File: config.mk
export PLATFORM = sky130hd
export DESIGN_NAME = first_fit_partition_allocator
export DESIGN_NICKNAME = d
export VERILOG_FILES = /design/src/rtl/ffpa_pkg.sv /design/src/rtl/ffpa_ctrl.sv /design/src/rtl/ffpa_dpath.sv /design/src/rtl/first_fit_partition_allocator.sv
export SDC_FILE = /design/constraint.sdc
export NUM_CORES = 1
export LEC_CHECK = 0
export BUFFER_PORTS_ARGS = -buffer_cell sky130_fd_sc_hd__buf_2
export CORE_AREA = 3 3 166 168
export DETAILED_ROUTE_END_ITERATION = 7
export DIE_AREA = 0 0 169 171
export PLACE_DENSITY = 0.82
export REMOVE_ABC_BUFFERS = 1
export SYNTH_ARGS = -nofsm -noshare
export SYNTH_HDL_FRONTEND = slang
export SYNTH_SLANG_ARGS = --single-unit
File: constraint.sdc
create_clock -name clk -period 8.5 [get_ports clk]
set_input_delay 1.275 -clock clk [delete_from_list [all_inputs] [get_ports clk]]
set_output_delay 1.275 -clock clk [all_outputs]
set_load 0.01 [all_outputs]
File: src/rtl/ffpa_pkg.sv
package ffpa_pkg;

	// Widths of the transaction fields
	localparam int IDX_FIELD_W  = 4;
	localparam int SIZE_FIELD_W = 16;
	localparam int SUM_W        = 24;

	localparam logic [SUM_W-1:0] SUM_MAX = '1;

	typedef enum logic {
		CMD_LOAD = 1'b0,
		CMD_REQ  = 1'b1
	} cmd_code_t;

	// Controller -> datapath
	typedef struct packed {
		logic load_wr;    // write hole size, mark hole free
		logic req_start;  // latch request size, rewind scan
		logic scan_en;    // scan holes in index order
		logic out_load;   // move result into output register
	} ctl_cmd_t;

	// Datapath -> controller
	typedef struct packed {
		logic hit;        // first fitting free hole found this cycle
		logic miss;       // all holes scanned, none fits
		logic out_ready;  // output register can take a result
	} ctl_sts_t;

endpackage

File: src/rtl/ffpa_ctrl.sv
module ffpa_ctrl (
	input  logic               clk,
	input  logic               arst_n,
	input  logic               in_valid,
	input  logic               cmd,
	output logic               in_stall,
	output ffpa_pkg::ctl_cmd_t ctl,
	input  ffpa_pkg::ctl_sts_t sts
);
	import ffpa_pkg::*;

	typedef enum logic [1:0] {
		ST_IDLE,
		ST_SCAN,
		ST_RESP
	} state_t;

	state_t state_q;
	state_t state_nxt;

	always_comb begin
		state_nxt = state_q;
		ctl       = '0;
		case (state_q)
			ST_IDLE: begin
				if (in_valid) begin
					if (cmd == CMD_LOAD) begin
						ctl.load_wr = 1'b1;
						state_nxt   = ST_RESP;
					end else begin
						ctl.req_start = 1'b1;
						state_nxt     = ST_SCAN;
					end
				end
			end
			ST_SCAN: begin
				ctl.scan_en = 1'b1;
				if (sts.hit || sts.miss) begin
					state_nxt = ST_RESP;
				end
			end
			ST_RESP: begin
				if (sts.out_ready) begin
					ctl.out_load = 1'b1;
					state_nxt    = ST_IDLE;
				end
			end
			default: begin
				state_nxt = ST_IDLE;
			end
		endcase
	end

	always_ff @(posedge clk or negedge arst_n) begin
		if (!arst_n) begin
			state_q <= ST_IDLE;
		end else begin
			state_q <= state_nxt;
		end
	end

	assign in_stall = (state_q != ST_IDLE);

endmodule

File: src/rtl/ffpa_dpath.sv
module ffpa_dpath #(
	parameter int NUM_HOLES  = 16,
	parameter int SIZE_WIDTH = 16
) (
	input  logic                              clk,
	input  logic                              arst_n,
	input  ffpa_pkg::ctl_cmd_t                ctl,
	output ffpa_pkg::ctl_sts_t                sts,
	input  logic [ffpa_pkg::IDX_FIELD_W-1:0]  hole_index,
	input  logic [ffpa_pkg::SIZE_FIELD_W-1:0] block_size,
	input  logic                              out_stall,
	output logic                              out_valid,
	output logic                              granted,
	output logic [ffpa_pkg::IDX_FIELD_W-1:0]  chosen_hole,
	output logic [ffpa_pkg::SIZE_FIELD_W-1:0] leftover,
	output logic [ffpa_pkg::SUM_W-1:0]        total_leftover
);
	import ffpa_pkg::*;

	localparam int IDX_W = (NUM_HOLES > 1) ? $clog2(NUM_HOLES) : 1;
	localparam int CNT_W = $clog2(NUM_HOLES + 1);
	localparam int ADD_W = ((SUM_W > SIZE_WIDTH) ? SUM_W : SIZE_WIDTH) + 1;

	// hole size table, one read port walked by the scan counter
	logic [SIZE_WIDTH-1:0] hole_mem [NUM_HOLES];
	logic [NUM_HOLES-1:0]  free_q;

	logic [SIZE_WIDTH-1:0] size_in;
	logic [IDX_W-1:0]      waddr;
	logic                  wr_in_range;
	logic                  we;

	logic [SIZE_WIDTH-1:0] size_q;
	logic [CNT_W-1:0]      addr_q;
	logic [IDX_W-1:0]      raddr;
	logic                  issue;

	logic                  vld_s1;
	logic                  free_s1;
	logic [IDX_W-1:0]      idx_s1;
	logic [SIZE_WIDTH-1:0] rd_data_s1;

	logic                  hit;
	logic                  miss;
	logic [SIZE_WIDTH-1:0] diff;
	logic [ADD_W-1:0]      sum_ext;
	logic [SUM_W-1:0]      sum_sat;
	logic [SUM_W-1:0]      sum_q;

	logic                  res_granted_q;
	logic [IDX_W-1:0]      res_idx_q;
	logic [SIZE_WIDTH-1:0] res_left_q;

	logic                  out_valid_q;
	logic                  granted_q;
	logic [IDX_W-1:0]      chosen_q;
	logic [SIZE_WIDTH-1:0] left_q;
	logic [SUM_W-1:0]      total_q;

	assign size_in     = SIZE_WIDTH'(block_size);
	assign wr_in_range = (32'(hole_index) < NUM_HOLES);
	assign waddr       = IDX_W'(hole_index);
	assign we          = ctl.load_wr && wr_in_range;

	assign issue = ctl.scan_en && (addr_q < CNT_W'(NUM_HOLES));
	assign raddr = IDX_W'(addr_q);

	assign hit  = ctl.scan_en && vld_s1 && free_s1 && (rd_data_s1 >= size_q);
	assign miss = ctl.scan_en && !vld_s1 && (addr_q == CNT_W'(NUM_HOLES));
	assign diff = rd_data_s1 - size_q;

	assign sum_ext = ADD_W'(sum_q) + ADD_W'(diff);
	assign sum_sat = (sum_ext > ADD_W'(SUM_MAX)) ? SUM_MAX : SUM_W'(sum_ext);

	always_ff @(posedge clk) begin
		if (we) begin
			hole_mem[waddr] <= size_in;
		end
		if (issue) begin
			rd_data_s1 <= hole_mem[raddr];
		end
	end

	always_ff @(posedge clk or negedge arst_n) begin
		if (!arst_n) begin
			free_q      <= '0;
			addr_q      <= '0;
			vld_s1      <= 1'b0;
			sum_q       <= '0;
			out_valid_q <= 1'b0;
		end else begin
			if (we) begin
				free_q[waddr] <= 1'b1;
			end else if (hit) begin
				free_q[idx_s1] <= 1'b0;
			end

			if (ctl.req_start) begin
				addr_q <= '0;
				vld_s1 <= 1'b0;
			end else if (ctl.scan_en) begin
				vld_s1 <= issue;
				if (issue) begin
					addr_q <= addr_q + CNT_W'(1);
				end
			end

			if (hit) begin
				sum_q <= sum_sat;
			end

			if (ctl.out_load) begin
				out_valid_q <= 1'b1;
			end else if (!out_stall) begin
				out_valid_q <= 1'b0;
			end
		end
	end

	// payload registers
	always_ff @(posedge clk) begin
		if (ctl.req_start) begin
			size_q <= size_in;
		end
		if (issue) begin
			free_s1 <= free_q[raddr];
			idx_s1  <= raddr;
		end

		if (ctl.load_wr || ctl.req_start) begin
			res_granted_q <= 1'b0;
			res_idx_q     <= '0;
			res_left_q    <= '0;
		end else if (hit) begin
			res_granted_q <= 1'b1;
			res_idx_q     <= idx_s1;
			res_left_q    <= diff;
		end

		if (ctl.out_load) begin
			granted_q <= res_granted_q;
			chosen_q  <= res_idx_q;
			left_q    <= res_left_q;
			total_q   <= sum_q;
		end
	end

	assign sts.hit       = hit;
	assign sts.miss      = miss;
	assign sts.out_ready = !out_valid_q || !out_stall;

	assign out_valid      = out_valid_q;
	assign granted        = granted_q;
	assign chosen_hole    = IDX_FIELD_W'(chosen_q);
	assign leftover       = SIZE_FIELD_W'(left_q);
	assign total_leftover = total_q;

endmodule

File: src/rtl/first_fit_partition_allocator.sv
// Flow: a load is accepted in IDLE and its result goes from RESP into the output register;
// a request first scans the hole table (SCAN) until it finds a fitting hole or misses.
// Concurrency: one transaction in flight; the input stalls from acceptance until the result
// is loaded (RESP waits while the output is stalled), after the one-entry-per-cycle scan.
// Reset (arst_n, async, active low): no hole free, running total zero, output empty;
// hole sizes are not cleared; a size only counts in a scan once its hole is written.
module first_fit_partition_allocator #(
	parameter int NUM_HOLES  = 16,
	parameter int SIZE_WIDTH = 16
) (
	input  logic                              clk,
	input  logic                              arst_n,
	input  logic                              in_valid,
	output logic                              in_stall,
	input  logic                              cmd,
	input  logic [ffpa_pkg::IDX_FIELD_W-1:0]  hole_index,
	input  logic [ffpa_pkg::SIZE_FIELD_W-1:0] block_size,
	output logic                              out_valid,
	input  logic                              out_stall,
	output logic                              granted,
	output logic [ffpa_pkg::IDX_FIELD_W-1:0]  chosen_hole,
	output logic [ffpa_pkg::SIZE_FIELD_W-1:0] leftover,
	output logic [ffpa_pkg::SUM_W-1:0]        total_leftover
);
	import ffpa_pkg::*;

	// The controller accepts one transaction in IDLE. A load writes the size table
	// and sets the hole's free bit in the same cycle. A request walks the table
	// from hole 0: each cycle one entry is read (registered), and the entry read in
	// the previous cycle is compared against the request size. The first free
	// entry that fits ends the scan, clears its free bit and bumps the saturating
	// leftover total. The result then moves into the output register, which can
	// still hold an earlier result while the next transaction is being processed.

	ctl_cmd_t ctl;
	ctl_sts_t sts;

	ffpa_ctrl u_ctrl (
		.clk      (clk),
		.arst_n   (arst_n),
		.in_valid (in_valid),
		.cmd      (cmd),
		.in_stall (in_stall),
		.ctl      (ctl),
		.sts      (sts)
	);

	ffpa_dpath #(
		.NUM_HOLES  (NUM_HOLES),
		.SIZE_WIDTH (SIZE_WIDTH)
	) u_dpath (
		.clk            (clk),
		.arst_n         (arst_n),
		.ctl            (ctl),
		.sts            (sts),
		.hole_index     (hole_index),
		.block_size     (block_size),
		.out_stall      (out_stall),
		.out_valid      (out_valid),
		.granted        (granted),
		.chosen_hole    (chosen_hole),
		.leftover       (leftover),
		.total_leftover (total_leftover)
	);

	// Controller drives at most one datapath command per cycle
	a_one_cmd: assert property (@(posedge clk) disable iff (!arst_n)
		$onehot0({ctl.load_wr, ctl.req_start, ctl.scan_en, ctl.out_load}))
		else $error("more than one datapath command active");

	// A scan can't both find a hole and run out of holes
	a_hit_miss: assert property (@(posedge clk) disable iff (!arst_n)
		sts.hit |-> !sts.miss)
		else $error("scan hit and miss together");

	// Only one transaction in flight: acceptance closes the input
	a_one_inflight: assert property (@(posedge clk) disable iff (!arst_n)
		(in_valid && !in_stall) |=> in_stall)
		else $error("input still open after acceptance");

	// A result shows up only through an output load
	a_out_src: assert property (@(posedge clk) disable iff (!arst_n)
		$rose(out_valid) |-> $past(ctl.out_load))
		else $error("output valid without a result load");

endmodule

* Word level (Yosys, flattened, before mapping)
Memory sizes are Yosys's and may differ from the RTL's. A register that Yosys moved wholly into a read port is not among the register bits.
Index checks and enable logic that the tools add are counted.
** Storage, ports and cells
- Bits in registers :: 136
- Bits in writable memories :: 256
- Input bits :: 25
- Logic and storage cells :: 89
- Memories kept :: 1
** Memories
- u_dpath.hole_mem :: words 16, bits a word 16, rd ports 1, clocked after Yosys merged registers in 1, wr ports 1, RTL line ffpa_dpath.sv:25 : logic [SIZE_WIDTH-1:0] hole_mem [NUM_HOLES];
** Operators by class
- Add/sub/neg operators :: 3
- Magnitude comparators :: 8
- Equal/unequal tests :: 7
- Mux-type cells :: 30
- Bitwise logic cells :: 3
- Reduce and logical (&&, ||, !) cells :: 21
** Operators by type and width (count)
- two-way mux 16 bit :: 2
- adder 24 x 16 -> 25 bit :: 1
- > comparator 25 x 24 -> 1 bit (second input constant) :: 1
- two-way mux 24 bit :: 1
- bitwise AND 16 bit :: 1
- greater-or-equal comparator 16 bit :: 1
- inverter 16 bit :: 1
- OR 16 bit :: 1
- subtractor 16 bit :: 1
- < comparator 4 x 5 -> 1 bit (second input constant) :: 3
- two-way mux 5 bit :: 3
- two-way mux 1 bit :: 14
- two-way mux 2 bit :: 6
- demux 1 bit (select 4 bit) :: 2
- greater-or-equal comparator 4 x 1 -> 1 bit (second input constant) :: 2
- logical AND 1 bit :: 8
- nonzero test 2 bit :: 4
- one-hot mux 2 bit (3 select lines) :: 1
- adder 5 x 1 -> 5 bit (second input constant) :: 1
- equality test 5 bit (second input constant) :: 1
- < comparator 5 bit (second input constant) :: 1
- binary-select mux 1 bit (select 4 bit) :: 1
- != test 2 x 1 -> 1 bit (second input constant) :: 2
- != test 2 bit (second input constant) :: 2
- 7 further kinds :: 11

* Longest topological paths before layout
- Depth after elaboration :: 8
- Gate-level depth with buffers :: 18
- Mapped depth without buffers :: 17

* By module
From an unflattened synthesis, not the netlist that was laid out.
** Second synthesis, totals
- Cells, all modules :: 974
- Area, all modules :: 16841.2 sq um
** By module, submodules not included
- ffpa_dpath :: instances 1, cells each 957, area each 16709.8 sq um
- ffpa_ctrl :: instances 1, cells each 17, area each 131.4 sq um

* Least setup slack after synthesis
OpenSTA, ideal clock, no wires.
- Path kind :: input to register
- Start :: in out_stall
- End :: reg u_dpath.chosen_q[0], in the netlist u_dpath.chosen_hole[0] (enable)
- Arrival :: 3.500 ns
- Setup slack :: 4.537 ns
- Stages :: 1
- Path buffers :: 0
- Path through :: a21oi_1
** Between the ends
- Longest elaborated chain between the ends :: 4
** Ends and longest elaborated chain
- start: declaration :: RTL line first_fit_partition_allocator.sv:19 : input logic out_stall,
- zero test 1 bit
- logical OR 1 bit :: RTL line ffpa_dpath.sv:150 : assign sts.out_ready = !out_valid_q || !out_stall;
- two-way mux 1 bit :: RTL line ffpa_ctrl.sv:43 : if (sts.out_ready) begin
- two-way mux 1 bit :: RTL line ffpa_ctrl.sv:24 : case (state_q)
- end signal: assignment :: RTL line ffpa_dpath.sv:142 : chosen_q <= res_idx_q;
- end: declaration :: RTL line ffpa_dpath.sv:56 : logic [IDX_W-1:0] chosen_q;
No other way between the ends.
A chain may end at the register's enable or synchronous reset.

* Final worst setup path
- Start :: reg u_dpath.size_q[1]
- End :: reg u_dpath.sum_q[15]
** Between the ends
- Longest elaborated chain between the ends :: 4
- Elaborated cells between the ends (all ways) :: 6
** Ends and longest elaborated chain
- start: declaration :: RTL line ffpa_dpath.sv:33 : logic [SIZE_WIDTH-1:0] size_q;
- start signal: assignment :: RTL line ffpa_dpath.sv:123 : size_q <= size_in;
- subtractor 16 bit * :: RTL line ffpa_dpath.sv:70 : assign diff = rd_data_s1 - size_q;
- net u_dpath.diff[9] :: RTL line ffpa_dpath.sv:45 : logic [SIZE_WIDTH-1:0] diff;
- adder 24 x 16 -> 25 bit * :: RTL line ffpa_dpath.sv:72 : assign sum_ext = ADD_W'(sum_q) + ADD_W'(diff);
- > comparator 25 x 24 -> 1 bit :: RTL line ffpa_dpath.sv:73 : assign sum_sat = (sum_ext > ADD_W'(SUM_MAX)) ? SUM_MAX : SUM_W'(sum_ext);
- two-way mux 24 bit * :: RTL line ffpa_dpath.sv:73
- end signal: assignment :: RTL line ffpa_dpath.sv:109 : sum_q <= sum_sat;
- end: declaration :: RTL line ffpa_dpath.sv:48 : logic [SUM_W-1:0] sum_q;
The timed path passes the listed nets; every way through them passes the cells marked *.

==> run summary <==
Syn Area/Cell - 17.1 sq um
Worst R2R Start - u_dpath.size_q[1]$_DFFE_PP_
drt drc - 0
EDFF count, synth - 338
Clk pin slew, worst setup/hold paths - 0.06 ns
die height - 171 microns
Post-CTS Setup Repair Bufs - 0
CTS tree - yes
grt ovf - 0
Final Wtd Congestion - 0.866
Comb pwr share - 33.3%
vias in the first global route - 9431
total number of vias - 9326
Hold-fix buffers, CTS - 0
first-pass GRT wire length - 56700 microns
placed wire-length estimate - 22300 microns
LEAKAGE - 6.69 nW
worst hold start - u_dpath.res_left_q[15]$_SDFFE_PP0P_
# rows - 59
CTS Buf Count - 40
Routed Antenna Nets - 0
Worst VDD drop - 0.326 mV
clock share of power - 27.3%
RSZ-0062 raised after global routing - no
post-layout min period - 4.16 ns
DRT Wirelength - 36700 microns
worst setup path category - flip-flop to flip-flop
Switch Pwr - 2.17 mW
synth warn - 0
synthesized area - 16900 sq um
skew final - 0.0157 ns
Top-Level Pins - 72
Antenna Cells - 0
Distinct cells, synth - 68
Top FF cell, synth - edfxtp_1
Die ar. - 28900 sq um
# clock sinks - 408
Yosys reg bits - 408
total count of hold-check failures in the final report - 0
sequential share of power - 39.5%
power density over cell area - 354 nW/um^2
Slew @ Worst Pin - 1.26 ns
max-slew violation count - 0
Layout Nets - 1142
area share of the largest cell type after synthesis - 60.1%
clock latency on the worst-skew pair - 0.54 ns
count of buffers from port buffering - 71
Max Fclk - 0.240 GHz
crit path DAT - 4.59 ns
clock root buffer - clkbuf_16
First-pass DRT Iterations - 5
drt initial violations - 1050
Routed wire per std cell - 25.4 microns
Async S/R FF share, synth - 12.0%
gr usage total - 26.1%
setup_tns - 0 ns
Synth area leader - edfxtp_1
antenna violations before repair - 0
vias per cell - 6.47
largest net degree at the start of global routing - 73
Die W - 169 microns
Startpoint Class - flip-flop
synthesis-to-layout area growth - 12.7%
P_int - 4.56 mW
Max Cap Viol - 0
worst rel slew slack - 15.6%
Resized Gates After CTS - 0
Tcrit/Tclk final - 49.0%
CORE AREA - 26100 sq um
share of post-route cells with drive strength above 1 - 24.3%
Required @ worst endpoint - 8.93 ns
main area contributors after synthesis - edfxtp_1 (60%), mux4_2 (11%), dfrtp_1 (7.3%)
Worst Hold Slack - 0.436 ns
critical path launch point - u_dpath.size_q[1]$_DFFE_PP_
crit path capture type - flip-flop
htree depth - 2
Starting Density - 64.8%
post-layout power - 6.73 mW
switching share of power - 32.3%
Mapped Cells - 988
status - completed
CP Max Fanout - 5
sequential fraction of the synthesis area - 69.8%
worst hold path type - flip-flop to flip-flop
final setup violating endpoints - 0
clk buf depth - 3
worst max-delay path, cell delays in order, from the launching register on:
cell      delay, ns
edfxtp_1       0.41
inv_1          0.09
ha_1           0.25
nor2b_1        0.16
o31a_1         0.30
o21ai_0        0.35
o21bai_1       0.11
a21oi_1        0.20
xnor2_1        0.20
ha_1           0.35
a21oi_2        0.30
o311ai_1       0.15
nor3_1         0.34
a211oi_1       0.21
nor4b_1        0.31
a21oi_1        0.08
a41oi_1        0.26
area by class of cell:
cell class	instances	area, sq um
flip-flops and latches	408	11800
fillers	1543	7030
multi-input cells	514	4870
clock buffers	48	1070
repair buffers	85	460
well taps	335	419
clock inverters	22	298
inverters	30	113
power groups by stage:
| stage | clock [mW] | combinational (mW) | sequential (mW) |
|---|---|---|---|
| floorplan | 0 | 1.60 | 2.73 |
| global placement | 0 | 2.14 | 2.68 |
| detailed placement | 0 | 2.19 | 2.70 |
| CTS | 1.87 | 2.22 | 2.66 |
| global route | 1.94 | 2.44 | 2.69 |
| finish | 1.84 | 2.24 | 2.66 |
cells in the mapped netlist, drive strengths merged, types with 11 or more instances:
master / count
clkbuf: 15
a21oi: 41
mux4: 85
buf: 21
inv: 30
nor3: 11
o21ai: 15
nand3: 14
dfrtp: 49
dfxtp: 21
nor2: 94
a31oi: 18
edfxtp: 338
xnor2: 13
xor2: 11
mux2i: 12
a21o: 13
ha: 36
nand2: 41
cells by family (layout without fill, tap and decap cells):
| kind of cell | count (synthesis) | count (layout) | synth area share (%) |
|---|---|---|---|
| muxes | 102 | 102 | 12.4 |
| adders and majority gates | 38 | 38 | 2.90 |
| buffers and inverters | 66 | 185 | 1.79 |
| DFF | 408 | 408 | 69.8 |
| xor gates and xnor gates | 24 | 24 | 1.24 |
| and+or+nand+nor | 208 | 208 | 5.90 |
| AOI/OAI and AO/OA | 142 | 142 | 5.92 |
layout by cell type, fill, tap and decap left out, types with 8 or more instances in the layout:
| cell type | instances |
|---|---|
| a211oi_1 | 8 |
| a21o_1 | 13 |
| a21oi_1 | 38 |
| a31oi_1 | 14 |
| buf_2 | 71 |
| buf_4 | 14 |
| clkbuf_16 | 41 |
| dfrtp_1 | 47 |
| dfxtp_1 | 21 |
| edfxtp_1 | 338 |
| ha_1 | 36 |
| inv_1 | 30 |
| mux2i_1 | 12 |
| mux4_2 | 85 |
| nand2_1 | 41 |
| nand2b_1 | 10 |
| nand3_1 | 14 |
| nor2_1 | 80 |
| nor2_2 | 14 |
| o21a_1 | 8 |
| o21ai_0 | 15 |
| o22a_1 | 8 |
| xnor2_1 | 13 |
| xor2_1 | 11 |
worst paths after layout:
kind                            cells past startpoint  slack [ns]                        endpoint
worst max-delay path                               16        4.34   u_dpath.sum_q[15]$_DFFE_PN0P_
worst min-delay path                                0        0.44  u_dpath.leftover[15]$_DFFE_PP_
worst max register to register                     16        4.34   u_dpath.sum_q[15]$_DFFE_PN0P_
worst min register to register                      0        0.44  u_dpath.leftover[15]$_DFFE_PP_
max in group asynchronous                           2        7.12   u_dpath.addr_q[0]$_DFFE_PN0P_
min in group asynchronous                           2        0.87   u_dpath.free_q[7]$_DFFE_PN0P_
registers in the layout, indices dropped and copies added, names as in the netlist, 4 cells and up:
name and count:
u_dpath.rd_data_s1 16, u_dpath.leftover 16, u_dpath.size_q 16, u_dpath.free_q 16, u_dpath.addr_q 5, u_dpath.total_leftover 24, u_dpath.chosen_hole 4, u_dpath.idx_s1 4
u_dpath.sum_q 24, u_dpath.res_idx_q 4, u_dpath.hole_mem 256, u_dpath.res_left_q 16
through the flow:
stage	instance area (sq um)	instances	setup slack, ns	utilization (%)
floorplan	16700	952	4.20	-
global placement	17700	1372	4.59	67.8
detailed placement	17700	1372	4.40	67.8
CTS	19000	1442	4.37	73.0
global route	19000	1442	4.00	73.0
finish	19000	1442	4.34	73.0
layer usage:
layer	up-vias	part of all wire [%]	global-route usage, %
li1	4088	-	-
met1	4756	40	36.1
met2	408	51	44.0
met3	74	6.8	4.67
met4	0	2.3	6.77
met5	-	0	0
(Power assumes the default switching activity.)
